## config.mk

```make
export PLATFORM = sky130hd
export DESIGN_NAME = swd_host_transfer_engine_unit
export DESIGN_NICKNAME = d
export VERILOG_FILES = /design/src/rtl/swd_pkg.sv /design/src/rtl/swd_cfg_regs.sv /design/src/rtl/swd_engine.sv /design/src/rtl/swd_host_transfer_engine_unit.sv
export SDC_FILE = /design/constraint.sdc
export NUM_CORES = 1
export LEC_CHECK = 0
export BUFFER_PORTS_ARGS = -buffer_cell sky130_fd_sc_hd__buf_4
export CAP_MARGIN = 20
export CORE_UTILIZATION = 51
export CTS_BUF_LIST = sky130_fd_sc_hd__clkbuf_4 sky130_fd_sc_hd__clkbuf_8 sky130_fd_sc_hd__clkbuf_16
export DETAILED_ROUTE_END_ITERATION = 10
export PLACE_DENSITY = 0.83
export SETUP_SLACK_MARGIN = 0.1
export SLEW_MARGIN = 15
export SYNTH_ARGS = -nofsm -noshare
export SYNTH_HDL_FRONTEND = slang
export SYNTH_SLANG_ARGS = --single-unit
export TNS_END_PERCENT = 5
```

## constraint.sdc

```tcl
create_clock -name clk_i -period 2.7 [get_ports clk_i]
set_clock_uncertainty 0.1 [all_clocks]
set_input_delay 0.405 -clock clk_i [delete_from_list [all_inputs] [get_ports clk_i]]
set_output_delay 0.405 -clock clk_i [all_outputs]
set_load 0.01 [all_outputs]
```

## src/rtl/swd_pkg.sv

```systemverilog
// Shared types and constants of the SWD host transfer engine.
// No dependencies; compile before every other file of the block.
`timescale 1ns / 1ps

package swd_pkg;

  // Request opcodes
  localparam logic [1:0] OP_TICK  = 2'd0;
  localparam logic [1:0] OP_READ  = 2'd1;
  localparam logic [1:0] OP_WRITE = 2'd2;

  // Transfer status codes
  localparam logic [2:0] ST_OK           = 3'd0;
  localparam logic [2:0] ST_WAIT_TIMEOUT = 3'd1;
  localparam logic [2:0] ST_FAULT        = 3'd2;
  localparam logic [2:0] ST_BAD_ACK      = 3'd3;
  localparam logic [2:0] ST_PARITY_ERR   = 3'd4;

  // Acknowledge codes as received, LSB first
  localparam logic [2:0] ACK_OK    = 3'b001;
  localparam logic [2:0] ACK_WAIT  = 3'b010;
  localparam logic [2:0] ACK_FAULT = 3'b100;

  // Sequencer phases
  localparam int unsigned PHASE_W = 4;
  localparam logic [PHASE_W-1:0] PH_IDLE      = 4'd0;
  localparam logic [PHASE_W-1:0] PH_HDR       = 4'd1;
  localparam logic [PHASE_W-1:0] PH_TRN_ACK   = 4'd2;
  localparam logic [PHASE_W-1:0] PH_ACK       = 4'd3;
  localparam logic [PHASE_W-1:0] PH_TRN_WDATA = 4'd4;
  localparam logic [PHASE_W-1:0] PH_WDATA     = 4'd5;
  localparam logic [PHASE_W-1:0] PH_WPAR      = 4'd6;
  localparam logic [PHASE_W-1:0] PH_WIDLE     = 4'd7;
  localparam logic [PHASE_W-1:0] PH_RDATA     = 4'd8;
  localparam logic [PHASE_W-1:0] PH_RPAR      = 4'd9;
  localparam logic [PHASE_W-1:0] PH_TRN_RIDLE = 4'd10;
  localparam logic [PHASE_W-1:0] PH_RIDLE     = 4'd11;
  localparam logic [PHASE_W-1:0] PH_TRN_FAIL  = 4'd12;
  localparam logic [PHASE_W-1:0] PH_FAIL      = 4'd13;
  localparam logic [PHASE_W-1:0] PH_TRN_HDR   = 4'd14;

  // Frame lengths
  localparam int unsigned HDR_BITS  = 8;
  localparam int unsigned ACK_BITS  = 3;
  localparam int unsigned DATA_BITS = 32;

  // Configuration space
  localparam int unsigned     PADDR_W         = 3;
  localparam logic [2:0]      REG_RETRY_LIMIT = 3'd0;
  localparam logic [7:0]      RETRY_LIMIT_RST = 8'd100;

  typedef struct packed {
    logic [1:0]  opcode;
    logic        ap_select;
    logic [1:0]  reg_addr;
    logic [31:0] write_data;
    logic        swdio_sample;
  } swd_in_t;

  typedef struct packed {
    logic        clock_active;
    logic        swdio_drive;
    logic        swdio_enable;
    logic        busy_res;
    logic        done_res;
    logic [2:0]  status;
    logic [31:0] read_data;
  } swd_out_t;

  typedef struct packed {
    logic [7:0] retry_limit;
  } swd_cfg_t;

endpackage

```

## src/rtl/swd_cfg_regs.sv

```systemverilog
// APB-style configuration registers of the SWD host engine.
// Depends on swd_pkg for the address map and the configuration struct.
`timescale 1ns / 1ps

module swd_cfg_regs (
  input  logic                        clk_i,
  input  logic                        rst_ni,
  input  logic                        psel,
  input  logic                        penable,
  input  logic                        pwrite,
  input  logic [swd_pkg::PADDR_W-1:0] paddr,
  input  logic [31:0]                 pwdata,
  output logic [31:0]                 prdata,
  output logic                        pready,
  output swd_pkg::swd_cfg_t           cfg_o
);
  import swd_pkg::*;

  logic [7:0] retry_limit_q, retry_limit_d;
  logic       wr_en;

  assign pready = 1'b1;
  assign wr_en  = psel && penable && pwrite && (paddr == REG_RETRY_LIMIT);

  always_comb begin
    retry_limit_d = retry_limit_q;
    if (wr_en) begin
      retry_limit_d = pwdata[7:0];
    end
  end

  always_ff @(posedge clk_i or negedge rst_ni) begin
    if (!rst_ni) begin
      retry_limit_q <= RETRY_LIMIT_RST;
    end else begin
      retry_limit_q <= retry_limit_d;
    end
  end

  assign prdata = (paddr == REG_RETRY_LIMIT) ? {24'd0, retry_limit_q} : 32'd0;
  assign cfg_o.retry_limit = retry_limit_q;

endmodule

```

## src/rtl/swd_engine.sv

```systemverilog
// SWD transfer sequencer: phase state and one-period update per request.
// Depends on swd_pkg for phase codes, opcodes, status codes and payload types.
`timescale 1ns / 1ps

module swd_engine #(
  parameter int unsigned FAIL_RESET_BITS = 32
) (
  input  logic               clk_i,
  input  logic               rst_ni,
  input  logic               step_i,
  input  swd_pkg::swd_in_t   item_i,
  input  swd_pkg::swd_cfg_t  cfg_i,
  output swd_pkg::swd_out_t  res_o
);
  import swd_pkg::*;

  localparam int unsigned MaxBits = (FAIL_RESET_BITS > DATA_BITS) ? FAIL_RESET_BITS : DATA_BITS;
  localparam int unsigned CntW    = $clog2(MaxBits + 1);

  logic [PHASE_W-1:0] phase_q, phase_d;
  logic [CntW-1:0]    bit_count_q, bit_count_d;
  logic [31:0]        shift_word_q, shift_word_d;
  logic [7:0]         header_q, header_d;
  logic               line_driven_q, line_driven_d;
  logic [7:0]         retries_q, retries_d;
  logic [2:0]         ack_q, ack_d;
  logic               parity_q, parity_d;
  logic [2:0]         pending_q, pending_d;

  // Phase that follows a turnaround period
  function automatic logic [PHASE_W-1:0] trn_next(input logic [PHASE_W-1:0] ph);
    logic [PHASE_W-1:0] nxt;
    case (ph)
      PH_TRN_HDR:   nxt = PH_HDR;
      PH_TRN_ACK:   nxt = PH_ACK;
      PH_TRN_WDATA: nxt = PH_WDATA;
      PH_TRN_RIDLE: nxt = PH_RIDLE;
      default:      nxt = PH_FAIL;
    endcase
    return nxt;
  endfunction

  always_comb begin
    logic [CntW-1:0] cnt_inc;
    logic [2:0]      ack_new;
    logic            rnw;
    logic            hpar;

    phase_d       = phase_q;
    bit_count_d   = bit_count_q;
    shift_word_d  = shift_word_q;
    header_d      = header_q;
    line_driven_d = line_driven_q;
    retries_d     = retries_q;
    ack_d         = ack_q;
    parity_d      = parity_q;
    pending_d     = pending_q;

    cnt_inc = bit_count_q + CntW'(1);
    ack_new = ack_q | (3'(item_i.swdio_sample) << bit_count_q[1:0]);
    rnw     = (item_i.opcode == OP_READ);
    hpar    = item_i.ap_select ^ rnw ^ item_i.reg_addr[0] ^ item_i.reg_addr[1];

    res_o              = '0;
    res_o.swdio_enable = line_driven_q;
    res_o.status       = ST_OK;

    if (step_i) begin
      if (item_i.opcode == OP_READ || item_i.opcode == OP_WRITE) begin
        // A start while busy is dropped
        if (phase_q == PH_IDLE) begin
          header_d     = {1'b1, 1'b0, hpar, item_i.reg_addr[1], item_i.reg_addr[0],
                          rnw, item_i.ap_select, 1'b1};
          shift_word_d = rnw ? 32'd0 : item_i.write_data;
          pending_d    = ST_OK;
          if (cfg_i.retry_limit == 8'd0) begin
            retries_d      = 8'd0;
            res_o.done_res = 1'b1;
            res_o.status   = ST_WAIT_TIMEOUT;
          end else begin
            retries_d   = cfg_i.retry_limit - 8'd1;
            bit_count_d = '0;
            parity_d    = 1'b0;
            ack_d       = 3'd0;
            phase_d     = line_driven_q ? PH_HDR : PH_TRN_HDR;
          end
        end
      end else if (phase_q != PH_IDLE) begin
        res_o.clock_active = 1'b1;
        unique case (phase_q) inside
          PH_TRN_HDR, PH_TRN_ACK, PH_TRN_WDATA, PH_TRN_RIDLE, PH_TRN_FAIL: begin
            res_o.swdio_drive  = 1'b1;
            res_o.swdio_enable = 1'b0;
            phase_d            = trn_next(phase_q);
            bit_count_d        = '0;
            // Line stays released only when the target answers next
            line_driven_d      = (phase_q != PH_TRN_ACK);
          end
          PH_HDR: begin
            res_o.swdio_enable = 1'b1;
            line_driven_d      = 1'b1;
            res_o.swdio_drive  = header_q[bit_count_q[2:0]];
            bit_count_d        = cnt_inc;
            if (cnt_inc >= CntW'(HDR_BITS)) begin
              bit_count_d = '0;
              ack_d       = 3'd0;
              phase_d     = PH_TRN_ACK;
            end
          end
          PH_ACK: begin
            res_o.swdio_enable = 1'b0;
            ack_d              = ack_new;
            bit_count_d        = cnt_inc;
            if (cnt_inc >= CntW'(ACK_BITS)) begin
              bit_count_d = '0;
              parity_d    = 1'b0;
              if (ack_new == ACK_OK) begin
                phase_d = header_q[2] ? PH_RDATA : PH_TRN_WDATA;
              end else begin
                case (ack_new)
                  ACK_WAIT:  pending_d = ST_WAIT_TIMEOUT;
                  ACK_FAULT: pending_d = ST_FAULT;
                  default:   pending_d = ST_BAD_ACK;
                endcase
                phase_d = PH_TRN_FAIL;
              end
            end
          end
          PH_WDATA: begin
            res_o.swdio_enable = 1'b1;
            line_driven_d      = 1'b1;
            res_o.swdio_drive  = shift_word_q[bit_count_q[4:0]];
            bit_count_d        = cnt_inc;
            if (cnt_inc >= CntW'(DATA_BITS)) begin
              bit_count_d = '0;
              phase_d     = PH_WPAR;
            end
          end
          PH_WPAR: begin
            res_o.swdio_enable = 1'b1;
            line_driven_d      = 1'b1;
            res_o.swdio_drive  = ^shift_word_q;
            phase_d            = PH_WIDLE;
          end
          PH_WIDLE, PH_RIDLE: begin
            res_o.swdio_enable = 1'b1;
            line_driven_d      = 1'b1;
            res_o.done_res     = 1'b1;
            res_o.status       = ST_OK;
            if (phase_q == PH_RIDLE) begin
              res_o.read_data = shift_word_q;
            end
            phase_d = PH_IDLE;
          end
          PH_RDATA: begin
            res_o.swdio_enable = 1'b0;
            shift_word_d       = shift_word_q | (32'(item_i.swdio_sample) << bit_count_q[4:0]);
            parity_d           = parity_q ^ item_i.swdio_sample;
            bit_count_d        = cnt_inc;
            if (cnt_inc >= CntW'(DATA_BITS)) begin
              bit_count_d = '0;
              phase_d     = PH_RPAR;
            end
          end
          PH_RPAR: begin
            res_o.swdio_enable = 1'b0;
            if ((item_i.swdio_sample ^ parity_q) == 1'b0) begin
              phase_d = PH_TRN_RIDLE;
            end else begin
              pending_d = ST_PARITY_ERR;
              phase_d   = PH_TRN_FAIL;
            end
          end
          PH_FAIL: begin
            res_o.swdio_enable = 1'b1;
            line_driven_d      = 1'b1;
            bit_count_d        = cnt_inc;
            if (cnt_inc >= CntW'(FAIL_RESET_BITS)) begin
              bit_count_d = '0;
              if (pending_q == ST_WAIT_TIMEOUT && retries_q != 8'd0) begin
                // Retry: line is driven now, so the header follows directly
                retries_d = retries_q - 8'd1;
                parity_d  = 1'b0;
                ack_d     = 3'd0;
                phase_d   = PH_HDR;
              end else begin
                res_o.done_res = 1'b1;
                res_o.status   = pending_q;
                phase_d        = PH_IDLE;
              end
            end
          end
          default: begin
            res_o.clock_active = 1'b0;
            phase_d            = PH_IDLE;
          end
        endcase
      end
      res_o.busy_res = (phase_d != PH_IDLE);
    end
  end

  always_ff @(posedge clk_i or negedge rst_ni) begin
    if (!rst_ni) begin
      phase_q       <= PH_IDLE;
      bit_count_q   <= '0;
      shift_word_q  <= 32'd0;
      header_q      <= 8'd0;
      line_driven_q <= 1'b0;
      retries_q     <= 8'd0;
      ack_q         <= 3'd0;
      parity_q      <= 1'b0;
      pending_q     <= ST_OK;
    end else if (step_i) begin
      phase_q       <= phase_d;
      bit_count_q   <= bit_count_d;
      shift_word_q  <= shift_word_d;
      header_q      <= header_d;
      line_driven_q <= line_driven_d;
      retries_q     <= retries_d;
      ack_q         <= ack_d;
      parity_q      <= parity_d;
      pending_q     <= pending_d;
    end
  end

endmodule

```

## src/rtl/swd_host_transfer_engine_unit.sv

```systemverilog
// SWD host transfer engine: a request passes the input register, then the result register.
// Throughput: one request per cycle while out_stall_i does not hold the result, set by
// the single-period update in swd_engine between the input and result registers; the
// output stage lets a new request in while a finished result still waits to be taken.
// Reset (rst_ni low, asynchronous): both stages empty, sequencer idle, SWDIO released,
// retry_limit back to 100. Depends on swd_pkg, swd_cfg_regs and swd_engine.
`timescale 1ns / 1ps

module swd_host_transfer_engine_unit #(
  parameter int unsigned FAIL_RESET_BITS = 32
) (
  input  logic                        clk_i,
  input  logic                        rst_ni,
  // Request channel
  input  logic                        in_valid_i,
  output logic                        in_stall_o,
  input  swd_pkg::swd_in_t            in_data_i,
  // Result channel
  output logic                        out_valid_o,
  input  logic                        out_stall_i,
  output swd_pkg::swd_out_t           out_data_o,
  // Configuration port
  input  logic                        psel,
  input  logic                        penable,
  input  logic                        pwrite,
  input  logic [swd_pkg::PADDR_W-1:0] paddr,
  input  logic [31:0]                 pwdata,
  output logic [31:0]                 prdata,
  output logic                        pready
);
  import swd_pkg::*;

  swd_cfg_t cfg;

  logic     in_valid_q, in_valid_d;
  swd_in_t  in_item_q;
  logic     out_valid_q, out_valid_d;
  swd_out_t out_item_q;
  swd_out_t res;

  logic     out_free;  // result slot empty or being taken this cycle
  logic     in_load;   // input register may take a new request
  logic     step;      // request in the input register is processed now

  assign out_free = !out_valid_q || !out_stall_i;
  assign step     = in_valid_q && out_free;
  assign in_load  = !in_valid_q || out_free;

  // Hold the requester off only when the input register is full and cannot drain
  assign in_stall_o = !in_load;

  swd_cfg_regs u_cfg (
    .clk_i   (clk_i),
    .rst_ni  (rst_ni),
    .psel    (psel),
    .penable (penable),
    .pwrite  (pwrite),
    .paddr   (paddr),
    .pwdata  (pwdata),
    .prdata  (prdata),
    .pready  (pready),
    .cfg_o   (cfg)
  );

  // One SWDCLK period (or a start) per processed request
  swd_engine #(
    .FAIL_RESET_BITS (FAIL_RESET_BITS)
  ) u_engine (
    .clk_i  (clk_i),
    .rst_ni (rst_ni),
    .step_i (step),
    .item_i (in_item_q),
    .cfg_i  (cfg),
    .res_o  (res)
  );

  always_comb begin
    in_valid_d  = in_load  ? in_valid_i : in_valid_q;
    out_valid_d = out_free ? in_valid_q : out_valid_q;
  end

  // Control flags: reset clears them
  always_ff @(posedge clk_i or negedge rst_ni) begin
    if (!rst_ni) begin
      in_valid_q  <= 1'b0;
      out_valid_q <= 1'b0;
    end else begin
      in_valid_q  <= in_valid_d;
      out_valid_q <= out_valid_d;
    end
  end

  // Payload registers: load on advance, hold otherwise
  always_ff @(posedge clk_i) begin
    if (in_load && in_valid_i) begin
      in_item_q <= in_data_i;
    end
    if (step) begin
      out_item_q <= res;
    end
  end

  assign out_valid_o = out_valid_q;
  assign out_data_o  = out_item_q;

endmodule

```

==> run metrics, run 1 <==
Clock transition at path regs 60 ps; Area Growth Syn to Fin 21.43%; P_int 5.946 mW; Worst path slowest cell dfrtp_1; Synth Instances 749; total CTS buffers 17; WL/cell 17.39 µm; dominant synthesized flop cell edfxtp_1; Max Root-Sink Buffers 2; Clk Latency, worst-skew pair 430 ps; commonest non-fill, non-tap cells in the layout buf_4 (139), edfxtp_1 (78), dfrtp_1 (71), a21oi_1 (64), o21ai_0 (49); Top delay family on crit path simple AND/OR/NAND/NOR gates; GPL Wtd Cong 0.9197; Worst Tran Pin Value 945.0 ps; first-pass GRT wire length 30.30 mm; Worst path depth 8; Max stage delay on crit path 390 ps; count of pins over their slew limit 0; antenna violations before repair 0; drt total wl 18.95 mm; number of diodes 0; Seq cells post-synth 152; crit end category register; core area 15370 µm²; worst vdd ir 0.5934 mV; fraction of registers with async set/reset 48.68%; Post-synth EDFFs 78; min cycle time layout 2576 ps; Power, Total 9.212 mW; H-tree depth 4; # fillers 1157; crit path buf inv count 2; DRC violation total after the first TritonRoute iteration 670; vias in the first global route 5906; drt first pass iters 5; status finished clean; startpoint types register; RSZ-0062 raised after global routing yes; routed vias 6253; CTS sink count 152; flop2flop setup slack 120 ps; Worst Hold Class input pin to asynchronous set/reset pin; crit share post-route 95.41%; Avg Synthesized Cell Area 10.81 µm²; Sw Ratio 35.45%; crit path kind register to register; final instance area 9828 µm²; crit-path cells buf_4 -> buf_4 -> nor3b_1 -> a21oi_1 -> nor3_1 -> a211oi_1 -> nor3_1 -> nand4_1; FMAX 0.3882 GHz; Area after DPL 9190 µm²; R2R cell count 8; Die Ht 128.0 µm; layout cells sized above 1 26.05%; Crit Reg-Reg Startpoint u_engine.bit_count_q[0]$_DFFE_PN0P_; Rel. slew slack 37.00%; pwr/cell area 937.3 nW/µm²; largest net degree at the start of global routing 75; Worst Setup EP out_data_o[36]$_DFFE_PP_; net load switching power 3.266 mW; vias per inst 5.737; Yosys warnings 0; Worst Setup SP u_engine.bit_count_q[0]$_DFFE_PN0P_; Multi-input gate area 3621 µm²; Nets 954; commonest non-fill, non-tap cell in the layout buf_4; Cell variety after synth 76; hpwl dp 13.39 mm; part of the power in registers 37.9%; leak pwr 3.950 nW; FP Rows 45; Final Hold Fails 0; Seq/Total Area, Yosys 51.86%; Clock Tree Root clkbuf_16; CTS tree done; initial cell density of the core 52.66%; gr usage total 24.14%; Register Area 4198 µm²; Ports 155; PortBufs 105; CP arrival 2620 ps; Congestion Overflow GR 0; hold_buf cts 0; clock share of power 26.2%; Final setup viols 0; WP data required 2740 ps; combinational power share 35.9%; crit-path max FO 14; Mapped Area 8094 µm²; RR Endpoint out_data_o[36]$_DFFE_PP_; drt drc 0; Die ar. 16380 µm²; Chip Width 128.0 µm; max-cap violations 0; Detail Route Antenna Nets 0
-- metal layers --
layer | part of all wire, % | up-vias | track usage (%)
li1 | - | 2938 | -
met1 | 42 | 2960 | 33.60
met4 | 2.1 | 0 | 8.443
met5 | 0 | - | 0
met2 | 47 | 318 | 37.60
met3 | 8.9 | 37 | 5.092
-- power groups by stage --
stage          clock (mW)  sequential, mW  combinational, mW
2_1_floorplan           0            3.35               2.42
3_3_place_gp            0            3.46               3.18
3_5_place_dp            0            3.49               3.25
4_1_cts              2.44            3.46               3.31
5_1_grt              2.54            3.53               3.58
6_report             2.42            3.49               3.31
-- worst min-delay path by stage --
stage / from / slack (ps) / to / cells past startpoint
after floorplan: rst_ni / 9 / in_valid_q$_DFFE_PN0N_ / 0
after global placement: in_item_q[18]$_DFFE_PP_ / 360 / u_engine.shift_word_q[17]$_DFFE_PN0P_ / 2
after detailed placement: in_item_q[3]$_DFFE_PP_ / 370 / u_engine.shift_word_q[2]$_DFFE_PN0P_ / 2
after CTS: rst_ni / 40 / u_engine.retries_q[4]$_DFFE_PN0P_ / 1
after global routing: in_data_i[30] / 30 / in_item_q[30]$_DFFE_PP_ / 1
final: rst_ni / 5 / u_cfg.cfg_o[4]$_DFFE_PN0P_ / 1
-- per-stage QoR --
step / utilization, % / setup WS, ps / hold WS (ps) / cells / setup TNS, ps
after CTS: 63.87 / 111.1 / 35.73 / 1090 / 0
after floorplan: - / -108.5 / 9.409 / 772 / -184.5
final: 63.94 / 124.0 / 5.373 / 1090 / 0
after global placement: 59.79 / 86.57 / 361.4 / 1058 / 0
after global routing: 63.94 / 14.83 / 29.42 / 1090 / 0
after detailed placement: 59.79 / 39.90 / 371.3 / 1058 / 0
-- sequential cells by signal, indices dropped and copies added (netlist names) --
| signal | cells |
|---|---|
| u_engine.phase_q | 4 |
| u_engine.parity_q | 1 |
| u_engine.ack_q | 3 |
| u_engine.pending_q | 3 |
| u_engine.bit_count_q | 6 |
| out_data_o | 40 |
| u_engine.header_q | 6 |
| u_engine.shift_word_q | 32 |
| u_engine.line_driven_q | 1 |
| in_valid_q | 1 |
| out_valid_o | 1 |
| in_item_q | 38 |
| u_cfg.cfg_o | 8 |
| u_engine.retries_q | 8 |
-- cell type report --
type	count	area share [%]
Clock inverter	12	1.439
Sequential cell	152	42.71
Clock buffer	20	4.685
Timing Repair Buffer	141	11.02
Inverter	16	0.6111
Tap cell	211	2.686
Multi-Input combinational cell	538	36.84
-- cell usage after synthesis (all sizes together) (4+ instances only) --
master,number,share of area [%]
o31ai,6,0.56
ha,8,1.2
nor2,31,1.5
nand2b,23,1.8
buf,41,3.3
nand3,14,0.93
mux2i,6,0.74
nand3b,20,1.9
or3,6,0.46
and3,9,0.70
mux4,9,2.5
or2,5,0.39
nor2b,6,0.46
nor3b,8,0.80
xnor2,32,3.5
clkbuf,25,1.2
xor2,7,0.76
and2,48,3.7
edfxtp,78,29
a31oi,6,0.46
dfrtp,71,22
nand2,33,1.6
nor4,8,0.85
a21oi,65,4.1
o21ai,53,3.4
nor3,31,2.0
a21o,4,0.37
o22ai,6,0.46
mux2,14,1.9
inv,16,0.74
a211oi,8,0.80
or4,4,0.37
-- cell families after synthesis --
logic type	after synthesis	synth area share [%]
fa+ha+maj	8	1.237
simple gates	254	18.24
mux	29	5.194
flops	152	51.86
compound gates	183	13.97
other cells	2	0.09278
buf+inv	82	5.179
xor+xnor	39	4.220
-- repair_timing --
item | in CTS | in global routing
gates resized for setup | 4 | 2
pin swaps | 0 | 0
setup endpoints to repair | 3 | 28
endpoints found under the hold margin | 0 | 0
setup buffers | 0 | 0
(Power assumes the default switching activity.)
==> inputs of run 2 (changes only) <==
==> constraint.sdc (replaced) <==
create_clock -name clk_i -period 2.7 [get_ports clk_i]
set_clock_uncertainty 0.1 [all_clocks]
set_input_delay 0.27 -clock clk_i [delete_from_list [all_inputs] [get_ports clk_i]]
set_output_delay 0.27 -clock clk_i [all_outputs]
set_load 0.01 [all_outputs]
==> run 2 against run 1 <==
Die area is the same. Setup slack gained 4.2 ps. Clock power grew 2%. Count of clock-buffer cells in the layout grew 2. Cell count grew 4.5%. Core utilization grew 3.5 points. Total power grew 1.7%. Routed wire length grew 7.6%. Critical endpoint is now u_engine.bit_count_q[0]$_DFFE_PN0P_. Non-clock buffer count grew 49.
==> run metrics, run 2 (synthesis results as in run 1) <==
Die Ht 128.0 µm (unchanged); Max Root-Sink Buffers 2 (unchanged); commonest non-fill, non-tap cells in the layout buf_4 (137), edfxtp_1 (78), dfrtp_1 (71), a21oi_1 (64) (was buf_4 (139), edfxtp_1 (78), dfrtp_1 (71), a21oi_1 (64), o21ai_0 (49)); Worst Hold Class input pin to register (was input pin to asynchronous set/reset pin); min cycle time layout 2572 ps (was 2576 ps); Inst Count DP 1058 (unchanged); Largest register FFs 40 (unchanged); CP most frequent cell or4_4; Final setup viols 0 (unchanged); setup TNS 0 ps (unchanged); startpoint types register (unchanged); crit end category register (unchanged); count of pins over their slew limit 0 (unchanged); pwr/cell area 903.0 nW/µm² (was 937.3 nW/µm²); CTS sink count 152 (unchanged); Chip Width 128.0 µm (unchanged); FP Rows 45 (unchanged); WL/cell 17.91 µm (was 17.39 µm); Area Growth Syn to Fin 28.12% (was 21.43%); antenna violations before repair 0 (unchanged); layout cells sized above 1 25.32% (was 26.05%); Ports 155 (unchanged); worst hold slack 324.1 ps (was 5.373 ps); gr usage total 26.28% (was 24.14%); DRC violation total after the first TritonRoute iteration 689 (was 670); total CTS buffers 17 (unchanged); drt drc 0 (unchanged); Final Hold Fails 0 (unchanged); CTS tree done (unchanged); CP arrival 2810 ps (was 2620 ps); hpwl dp 13.57 mm (was 13.39 mm); Nets 1003 (was 954); max-cap violations 0 (unchanged); status finished clean (unchanged); PortBufs 105 (unchanged); vias per inst 5.670 (was 5.737); drt first pass iters 7 (was 5); Die ar. 16380 µm² (unchanged); fin worst setup slack 128.2 ps (was 124.0 ps); Worst Tran Pin Value 930.1 ps (was 945.0 ps); initial cell density of the core 52.66% (unchanged); commonest non-fill, non-tap cell in the layout buf_4 (unchanged); Setup WS pre-CTS 74.10 ps (was 39.90 ps); H-tree depth 4 (unchanged); Clk Latency, worst-skew pair 430 ps (about the same); core area 15370 µm² (unchanged); GPL Wtd Cong 0.9260 (was 0.9197); FMAX 0.3888 GHz (was 0.3882 GHz); first-pass GRT wire length 32.97 mm (was 30.30 mm); Max stage delay on crit path 540 ps (was 390 ps); leak pwr 4.181 nW (was 3.950 nW); Post-Layout Cell Count 1139 (was 1090); number of diodes 0 (unchanged); Clock transition at path regs 60 ps (about the same); Congestion Overflow GR 0 (unchanged); crit-path max FO 2 (was 14); Detail Route Antenna Nets 0 (unchanged); Worst path slowest cell or4_4 (was dfrtp_1); crit path buf inv count 0 (was 2); vias in the first global route 6359 (was 5906); RSZ-0062 raised after global routing yes (unchanged); drt total wl 20.40 mm (was 18.95 mm); Top delay family on crit path simple AND/OR/NAND/NOR gates (unchanged); crit path kind register to register (unchanged); Final Util 67.46% (was 63.94%); Clock Tree Root clkbuf_16 (unchanged); worst vdd ir 0.4748 mV (was 0.5934 mV); Rel. slew slack 37.99% (was 37.00%); crit share post-route 95.25% (was 95.41%); largest net degree at the start of global routing 75 (unchanged); routed vias 6458 (was 6253); WP data required 2940 ps (was 2740 ps); crit-path cells or4_4 -> ha_1 -> nand2b_4 -> or3_4 -> or4_4 -> o31ai_2 (was buf_4 -> buf_4 -> nor3b_1 -> a21oi_1 -> nor3_1 -> a211oi_1 -> nor3_1 -> nand4_1)
[run 2: final cells by class]
type                            instances  area [µm²]
Fill cell                            1096        5001
Sequential cell                       152        4198
Clock inverter                         10       113.9
Inverter                               16       60.06
Clock buffer                           22       493.0
Tap cell                              211       264.0
Timing Repair Buffer                  190        1590
Multi-Input combinational cell        538        3651
[run 2: path summary, 6_finish.rpt]
path	startpoint	end	slack, ps	depth (start not counted)
min in group asynchronous	rst_ni	u_engine.retries_q[5]$_DFFE_PN0P_	420	2
worst min-delay path	penable	u_cfg.cfg_o[0]$_DFFE_PN0P_	320	4
worst max-delay path	u_engine.phase_q[2]$_DFFE_PN0P_	u_engine.bit_count_q[0]$_DFFE_PN0P_	130	6
worst max register to register	u_engine.phase_q[2]$_DFFE_PN0P_	u_engine.bit_count_q[0]$_DFFE_PN0P_	130	6
worst min register to register	in_item_q[11]$_DFFE_PP_	u_engine.shift_word_q[10]$_DFFE_PN0P_	380	2
max in group asynchronous	rst_ni	u_engine.shift_word_q[10]$_DFFE_PN0P_	1480	2
[run 2: per-layer routing]
layer  global-route usage [%]  vias up  share of wire (%)
met1                    35.23     3051                 40
li1                         -     3031                  -
met2                    42.62      336                 49
met5                        0        -                  0
met3                    5.008       40                9.3
met4                    9.896        0                2.1
[run 2: tightest hold or removal path: stages]
cell	delay, ps
buf_4	100
and4_1	260
nand2_1	110
o21ai_0	70
[run 2: timing repair]
action                                  in CTS  in global routing
hold endpoints to repair                   119                  0
hold buffers                                49                  0
buffers inserted                             0                  0
endpoints found under the setup margin       2                 18
resized for setup                            3                 12
pin swaps                                    1                  2
[run 2: stage by stage]
step,instance area [µm²],total power [mW]
floorplan,8205,5.767
global placement,9203,6.663
detailed placement,9203,6.783
CTS,10310,9.300
global route,10370,9.849
finish,10370,9.364
[run 2: power by group]
part           total, mW  internal [mW]  switching (mW)
clock network       2.46           1.49           0.974
logic               3.40           1.62            1.78
registers           3.50           2.95           0.555
